File: config.mk
export PLATFORM = sky130hd
export DESIGN_NAME = fixed_width_number_to_ascii
export DESIGN_NICKNAME = d
export VERILOG_FILES = /design/src/fwna_pkg.sv /design/src/fwna_ctrl.sv /design/src/fwna_dp.sv /design/src/fixed_width_number_to_ascii.sv
export SDC_FILE = /design/constraint.sdc
export NUM_CORES = 1
export LEC_CHECK = 0
export BUFFER_PORTS_ARGS = -buffer_cell sky130_fd_sc_hd__buf_2
export CORE_ASPECT_RATIO = 1.4
export CORE_MARGIN = 2
export CORE_UTILIZATION = 50
export DETAILED_ROUTE_END_ITERATION = 12
export GPL_ROUTABILITY_DRIVEN = 0
export PLACE_DENSITY = 0.75
export SYNTH_ARGS = -nofsm -noshare
export SYNTH_HDL_FRONTEND = slang
export SYNTH_SLANG_ARGS = --single-unit
File: constraint.sdc
create_clock -name clk_i -period 7.1 [get_ports clk_i]
set_input_delay 0.71 -clock clk_i [delete_from_list [all_inputs] [get_ports clk_i]]
set_output_delay 0.71 -clock clk_i [all_outputs]
set_load 0.01 [all_outputs]
File: src/fwna_pkg.sv
// fwna_pkg: shared types, constants and helpers for the number-to-ascii block
// used by fwna_ctrl, fwna_dp and fixed_width_number_to_ascii; no dependencies
`timescale 1ns / 1ps

package fwna_pkg;

  localparam int DefMaxDigits = 32;

  localparam logic [1:0] KIND_UDEC = 2'd0;
  localparam logic [1:0] KIND_SDEC = 2'd1;
  localparam logic [1:0] KIND_HEX  = 2'd2;
  localparam logic [1:0] KIND_BIN  = 2'd3;

  localparam logic [6:0] CH_ZERO  = 7'h30;
  localparam logic [6:0] CH_A     = 7'h41;
  localparam logic [6:0] CH_PLUS  = 7'h2B;
  localparam logic [6:0] CH_MINUS = 7'h2D;

  localparam int DecDigits = 10;
  localparam int ConvSteps = 32;

  typedef struct packed {
    logic [1:0]  kind;
    logic [31:0] value;
    logic [5:0]  digit_count;
  } in_beat_t;

  typedef struct packed {
    logic [6:0] character;
    logic [5:0] position;
    logic       last;
  } out_beat_t;

  typedef enum logic [2:0] {
    ST_IDLE,
    ST_DISPATCH,
    ST_CONV,
    ST_SIGN,
    ST_DIGITS
  } state_e;

  typedef struct packed {
    logic load;
    logic conv_step;
    logic emit_sign;
    logic emit_digit;
  } dp_cmd_t;

  typedef struct packed {
    logic is_dec;
    logic is_signed;
    logic count_zero;
    logic conv_done;
    logic k_zero;
    logic out_free;
  } dp_status_t;

  function automatic logic [6:0] digit_to_ascii(input logic [3:0] d);
    logic [6:0] r;
    if (d < 4'd10) begin
      r = CH_ZERO + 7'(d);
    end else begin
      r = CH_A + 7'(d - 4'd10);
    end
    return r;
  endfunction

endpackage

File: src/fwna_ctrl.sv
// fwna_ctrl: sequencer for the number-to-ascii block
// drives dp_cmd_t to fwna_dp and reads dp_status_t back; uses fwna_pkg
`timescale 1ns / 1ps

module fwna_ctrl (
  input  logic                clk_i,
  input  logic                rst_ni,
  input  logic                in_valid_i,
  output logic                in_stall_o,
  input  fwna_pkg::dp_status_t st_i,
  output fwna_pkg::dp_cmd_t    cmd_o
);
  import fwna_pkg::*;

  state_e state_q, state_d;

  always_ff @(posedge clk_i or negedge rst_ni) begin
    if (!rst_ni) begin
      state_q <= ST_IDLE;
    end else begin
      state_q <= state_d;
    end
  end

  // next state
  always_comb begin
    state_d = state_q;
    unique case (state_q)
      ST_IDLE: begin
        if (in_valid_i) state_d = ST_DISPATCH;
      end
      ST_DISPATCH: begin
        priority if (st_i.is_dec) state_d = ST_CONV;
        else if (st_i.count_zero) state_d = ST_IDLE;
        else state_d = ST_DIGITS;
      end
      ST_CONV: begin
        if (st_i.conv_done) begin
          priority if (st_i.is_signed) state_d = ST_SIGN;
          else if (st_i.count_zero) state_d = ST_IDLE;
          else state_d = ST_DIGITS;
        end
      end
      ST_SIGN: begin
        if (st_i.out_free) state_d = st_i.count_zero ? ST_IDLE : ST_DIGITS;
      end
      ST_DIGITS: begin
        if (st_i.out_free && st_i.k_zero) state_d = ST_IDLE;
      end
      default: state_d = ST_IDLE;
    endcase
  end

  // outputs
  always_comb begin
    cmd_o      = '0;
    in_stall_o = 1'b1;
    unique case (state_q)
      ST_IDLE: begin
        in_stall_o = 1'b0;
        cmd_o.load = in_valid_i;
      end
      ST_DISPATCH: ;
      ST_CONV:     cmd_o.conv_step = 1'b1;
      ST_SIGN:     cmd_o.emit_sign = st_i.out_free;
      ST_DIGITS:   cmd_o.emit_digit = st_i.out_free;
      default: ;
    endcase
  end

  a_accept_then_busy: assert property (@(posedge clk_i) disable iff (!rst_ni)
    (in_valid_i && !in_stall_o) |=> in_stall_o)
    else $error("input taken again straight after a beat");

  a_conv_holds: assert property (@(posedge clk_i) disable iff (!rst_ni)
    (state_q == ST_CONV && !st_i.conv_done) |=> state_q == ST_CONV)
    else $error("conversion left early");

  a_digits_emit: assert property (@(posedge clk_i) disable iff (!rst_ni)
    (state_q == ST_DIGITS && st_i.out_free) |-> cmd_o.emit_digit)
    else $error("free output slot not used");

endmodule

File: src/fwna_dp.sv
// fwna_dp: operand registers, shift-add-3 bcd converter, digit select
// and output register; commanded by fwna_ctrl, uses fwna_pkg
`timescale 1ns / 1ps

module fwna_dp #(
  parameter int MAX_DIGITS = fwna_pkg::DefMaxDigits
) (
  input  logic                 clk_i,
  input  logic                 rst_ni,
  input  fwna_pkg::in_beat_t   in_beat_i,
  input  fwna_pkg::dp_cmd_t    cmd_i,
  output fwna_pkg::dp_status_t st_o,
  output logic                 out_valid_o,
  input  logic                 out_stall_i,
  output fwna_pkg::out_beat_t  out_beat_o
);
  import fwna_pkg::*;

  localparam int KW = (MAX_DIGITS > 1) ? $clog2(MAX_DIGITS) : 1;
  localparam logic [5:0] MaxCount = 6'(MAX_DIGITS);

  logic [1:0]            kind_q, kind_d;
  logic                  neg_q, neg_d;
  logic                  count_zero_q, count_zero_d;
  logic [31:0]           value_q, value_d;
  logic [DecDigits-1:0][3:0] bcd_q, bcd_d, adj;
  logic [4*DecDigits-1:0] adj_flat;
  logic [KW-1:0]         k_q, k_d;
  logic [5:0]            pos_q, pos_d;
  logic [4:0]            it_q, it_d;
  logic                  out_valid_q, out_valid_d;
  out_beat_t             out_beat_q, out_beat_d;

  logic [5:0]            count_sat;
  logic [4:0]            k5;
  logic [7:0][3:0]       nib;
  logic [3:0]            digit;

  assign count_sat = (in_beat_i.digit_count > MaxCount) ? MaxCount : in_beat_i.digit_count;
  assign k5        = 5'(k_q);
  assign nib       = value_q;
  assign adj_flat  = adj;

  // add 3 to each bcd digit of five or more before the shift
  always_comb begin
    for (int i = 0; i < DecDigits; i++) begin
      adj[i] = (bcd_q[i] >= 4'd5) ? bcd_q[i] + 4'd3 : bcd_q[i];
    end
  end

  always_comb begin
    unique case (kind_q)
      KIND_UDEC, KIND_SDEC: digit = (k5 < 5'(DecDigits)) ? bcd_q[k5[3:0]] : 4'd0;
      KIND_HEX:             digit = (k5 < 5'd8) ? nib[k5[2:0]] : 4'd0;
      KIND_BIN:             digit = {3'b000, value_q[k5]};
      default:              digit = 4'd0;
    endcase
  end

  always_comb begin
    kind_d       = kind_q;
    neg_d        = neg_q;
    count_zero_d = count_zero_q;
    value_d      = value_q;
    bcd_d        = bcd_q;
    k_d          = k_q;
    pos_d        = pos_q;
    it_d         = it_q;
    out_valid_d  = out_valid_q && out_stall_i;
    out_beat_d   = out_beat_q;
    if (cmd_i.load) begin
      kind_d       = in_beat_i.kind;
      neg_d        = (in_beat_i.kind == KIND_SDEC) && in_beat_i.value[31];
      value_d      = neg_d ? 32'(32'd0 - in_beat_i.value) : in_beat_i.value;
      count_zero_d = (count_sat == 6'd0);
      k_d          = KW'(count_sat - 6'd1);
      pos_d        = 6'd0;
      it_d         = 5'd0;
      bcd_d        = '0;
    end
    if (cmd_i.conv_step) begin
      bcd_d   = {adj_flat[4*DecDigits-2:0], value_q[31]};
      value_d = {value_q[30:0], 1'b0};
      it_d    = it_q + 5'd1;
    end
    if (cmd_i.emit_sign) begin
      out_valid_d          = 1'b1;
      out_beat_d.character = neg_q ? CH_MINUS : CH_PLUS;
      out_beat_d.position  = pos_q;
      out_beat_d.last      = count_zero_q;
      pos_d                = pos_q + 6'd1;
    end
    if (cmd_i.emit_digit) begin
      out_valid_d          = 1'b1;
      out_beat_d.character = digit_to_ascii(digit);
      out_beat_d.position  = pos_q;
      out_beat_d.last      = (k_q == '0);
      pos_d                = pos_q + 6'd1;
      k_d                  = k_q - KW'(1);
    end
  end

  always_ff @(posedge clk_i or negedge rst_ni) begin
    if (!rst_ni) begin
      out_valid_q <= 1'b0;
    end else begin
      out_valid_q <= out_valid_d;
    end
  end

  always_ff @(posedge clk_i) begin
    kind_q       <= kind_d;
    neg_q        <= neg_d;
    count_zero_q <= count_zero_d;
    value_q      <= value_d;
    bcd_q        <= bcd_d;
    k_q          <= k_d;
    pos_q        <= pos_d;
    it_q         <= it_d;
    out_beat_q   <= out_beat_d;
  end

  assign st_o.is_dec     = (kind_q == KIND_UDEC) || (kind_q == KIND_SDEC);
  assign st_o.is_signed  = (kind_q == KIND_SDEC);
  assign st_o.count_zero = count_zero_q;
  assign st_o.conv_done  = (it_q == 5'(ConvSteps - 1));
  assign st_o.k_zero     = (k_q == '0);
  assign st_o.out_free   = !out_valid_q || !out_stall_i;

  assign out_valid_o = out_valid_q;
  assign out_beat_o  = out_beat_q;

  a_emit_into_free: assert property (@(posedge clk_i) disable iff (!rst_ni)
    (cmd_i.emit_sign || cmd_i.emit_digit) |-> (!out_valid_q || !out_stall_i))
    else $error("beat overwritten while stalled");

  a_conv_decimal: assert property (@(posedge clk_i) disable iff (!rst_ni)
    cmd_i.conv_step |-> (kind_q == KIND_UDEC || kind_q == KIND_SDEC))
    else $error("bcd conversion on a non-decimal format");

  a_sign_signed: assert property (@(posedge clk_i) disable iff (!rst_ni)
    cmd_i.emit_sign |-> (kind_q == KIND_SDEC && !cmd_i.emit_digit))
    else $error("sign outside signed decimal");

endmodule

File: src/fixed_width_number_to_ascii.sv
// fixed_width_number_to_ascii: number to fixed-width ascii digits
// input beat: kind (unsigned/signed decimal, hex, binary), 32-bit value and
// digit count; output beats: one character each, most significant first,
// with its position and a last flag on the final character.
// both channels use valid/stall; a beat moves when valid is high and stall low.
// a count above MAX_DIGITS is clipped; count zero gives nothing, or just the
// sign in signed decimal. signed decimal leads with '+' or '-'.
// timing: the input is taken in the idle state and decoded in the dispatch state;
// decimal then runs a shift-add-3 bcd conversion over all 32 value bits, one value bit per cycle.
// characters leave at one per cycle from the output register while the
// receiver does not stall; hex and binary skip the conversion, and signed
// decimal sends its sign character before the digits.
// a receiver stall holds the output beat and pauses emission; a new input is
// taken as soon as the last character sits in the output register.
// reset clears the sequencer and the output valid; no clearing pass.
`timescale 1ns / 1ps

module fixed_width_number_to_ascii #(
  parameter int MAX_DIGITS = fwna_pkg::DefMaxDigits
) (
  input  logic                clk_i,
  input  logic                rst_ni,
  input  logic                in_valid_i,
  output logic                in_stall_o,
  input  fwna_pkg::in_beat_t  in_beat_i,
  output logic                out_valid_o,
  input  logic                out_stall_i,
  output fwna_pkg::out_beat_t out_beat_o
);
  import fwna_pkg::*;

  dp_cmd_t    cmd;
  dp_status_t st;

  fwna_ctrl u_ctrl (
    .clk_i      (clk_i),
    .rst_ni     (rst_ni),
    .in_valid_i (in_valid_i),
    .in_stall_o (in_stall_o),
    .st_i       (st),
    .cmd_o      (cmd)
  );

  fwna_dp #(
    .MAX_DIGITS (MAX_DIGITS)
  ) u_dp (
    .clk_i       (clk_i),
    .rst_ni      (rst_ni),
    .in_beat_i   (in_beat_i),
    .cmd_i       (cmd),
    .st_o        (st),
    .out_valid_o (out_valid_o),
    .out_stall_i (out_stall_i),
    .out_beat_o  (out_beat_o)
  );

endmodule

==> reports/qor.txt <==
status -> complete, no violations
Ys Warns -> 0
Initial Util -> 0.509
Max-Slew Margin vs Limit -> 0.294
Resized cells post-CTS -> 0
Startpoint Class -> register
Placed Instances -> 917
P&R area growth vs syn -> 9.06%
CTS tree -> yes
power density cells -> 449 nW/um^2
worst-margin pin slew -> 1.06 ns
CTS Root Cell -> clkbuf_16
Hold-fix buffers, CTS -> 0
GRT overflow -> 0
clock slew at reported path FFs -> 0.07 ns
critical-path cell list -> buf_4, mux4_2, a2111oi_2, nor4_1, nor2_2, inv_1, ha_1, xor2_1, nand2_1, o21ai_0, a21oi_1
Tot Pwr -> 3.45 mW
crit path capture type -> register
nets@finish -> 815
layout cells sized above 1 -> 0.142
initial antenna violation count -> 0
GR Util All Layers -> 0.212
Mapped Cells -> 701
R2R Setup Slk -> 3.67 ns
Boundary Pins -> 60
Die W -> 104 microns
r2r startpoint -> u_dp.k5[0]
DRT iter0 DRCs -> 322
number of port buffers -> 59
fill cell count -> 1193
DRT antenna net count -> 0
Final Instance Count excl. Fillers -> 932
Peak supply drop -> 0.000157 V
CP startpoint -> u_dp.k5[0]
clock sinks -> 110
row count -> 51
CTS H-tree depth -> 3
f_max -> 292 MHz
Req. time, crit path -> 7.19 ns
vias in the first global route -> 5393
Syn Area/Cell -> 10.1 sq um
period utilization -> 0.483
Setup Viol. Count Final -> 0
total routed wirelength -> 15.4 mm
average routed wire per standard cell -> 16.5 microns
unrepaired setup endpoints after global routing -> no
Async SR Flop Fraction -> 0.0364
reg2reg end -> u_dp.out_beat_o[9]
worst-path fanout max -> 44
worst path arrival time -> 3.52 ns
Pleak -> 2.90 nW
worst skew pair latency -> 0.36 ns
Final Hold Viols -> 0
Post-synth EDFFs -> 105
sequential area share after synthesis -> 0.465
antenna diode count -> 0
Pins Over Slew Limit -> 0
Via Count -> 5345
Setup crit end -> u_dp.out_beat_o[9]
max cap viols -> 0
clk buf depth -> 2
via/cell ratio -> 5.73
worst min path class -> in2async
net count after synthesis -> 773
drt pass-1 iters -> 5
postcts setup bufs -> 0
flops & latches, synth -> 110
most frequent cells in the layout -> edfxtp_1 (105), nand2_1 (92), nor2_1 (75)
dpl hpwl -> 11.5 mm
Final Critical Period -> 3.43 ns
core area -> 13800 sq um
total die area -> 15100 sq um
crit path max-delay cell type -> mux4_2
worst setup path category -> reg2reg
DRC -> 0
commonest non-fill, non-tap cell in the layout -> edfxtp_1
Clock Skew -> 0.0140 ns
total CTS buffers -> 9
Hold WS -> 0.149 ns
Critical Path Max Stage Delay -> 0.60 ns
setup TNS -> 0 ns
Die Ht -> 144 microns
Yosys cell types -> 64
global-route wire length before repair -> 25.8 mm
largest net degree at the start of global routing -> 48
Syn Std Cell Area -> 7050 sq um
cell depth of the worst flop-to-flop path -> 11
final setup margin -> 3.67 ns
ys flop type -> edfxtp_1
pre-CTS setup slack -> 3.73 ns
[power breakdown]
part,total [mW],internal [mW],switching [mW]
clock network,0.478,0.241,0.238
registers,1.51,1.16,0.349
logic,1.46,0.596,0.862
total,3.45,2.00,1.45
[cell type report]
type	instances	area, sq um	share of cell area
well taps	185	231	0.0301
flip-flops and latches	110	3270	0.426
inverters	34	128	0.0166
clock buffers	10	229	0.0298
clock inverters	5	42.5	0.00554
multi-input cells	525	3450	0.450
repair buffers	63	325	0.0423
[per-layer routing]
layer / routed length (microns) / part of all wire / global-route usage
met5: 0 / 0 / 0
met4: 501 / 0.033 / 0.102
met3: 491 / 0.032 / 0.0248
met2: 8040 / 0.52 / 0.387
met1: 6350 / 0.41 / 0.248
[worst max-delay path, delay by kind of cell, from the launching register on]
family	cells	cell delay, ns
AOI/OAI and AO/OA	3	0.53
xor gates and xnor gates	1	0.18
adders and majority gates	1	0.21
buffers and inverters	2	0.63
DFF	1	0.53
muxes	1	0.60
and+or+nand+nor	3	0.45
[flip-flops by register name, summed over array words and instances, names as in the netlist]
register           count
u_dp.kind_q            2
u_dp.bcd_q            40
u_dp.out_beat_o       14
u_dp.count_zero_q      1
u_dp.out_valid_o       1
u_dp.neg_q             1
u_dp.nib              32
u_dp.pos_q             6
u_ctrl.state_q         3
u_dp.k5                5
u_dp.it_q              5
[Yosys cell counts (15+ instances only)]
master	n	share of area
mux2i_1	25	0.036
ha_1	28	0.050
nor3_1	19	0.013
a21oi_1	55	0.039
xor2_1	26	0.032
nand2_1	93	0.050
inv_1	33	0.018
nand2b_1	16	0.014
o21ai_0	42	0.030
xnor2_1	33	0.041
nor2_1	75	0.040
clkbuf_1	15	0.0080
edfxtp_1	105	0.45
[through the flow]
step	utilization	area, sq um
6_report	0.555	7680
5_1_grt	0.555	7680
4_1_cts	0.555	7680
3_5_place_dp	0.535	7410
3_3_place_gp	0.535	7410
2_1_floorplan	-	7050
[worst min-delay path by stage]
stage	endpoint	slack (ns)	startpoint
floorplan	u_ctrl.state_q[0]	0.41	rst_ni
global placement	u_dp.out_beat_o[6]	0.46	u_dp.pos_q[5]
detailed placement	u_dp.out_beat_o[6]	0.47	u_dp.pos_q[5]
CTS	u_dp.out_valid_o	0.14	rst_ni
global route	u_ctrl.state_q[0]	0.14	rst_ni
finish	u_ctrl.state_q[0]	0.15	rst_ni
[cells by family (layout without fill, tap and decap cells)]
family,Yosys count,count (layout),share of synthesized area
AND/OR/NAND/NOR,256,256,0.169
XOR/XNOR,59,59,0.0733
multiplexers,37,37,0.0739
buffers and inverters,66,112,0.0455
AO/OA/AOI/OAI,145,145,0.124
adder cells (fa/ha/maj),28,28,0.0497
flip-flops,110,110,0.465
Power figures use the tool's default switching activity.
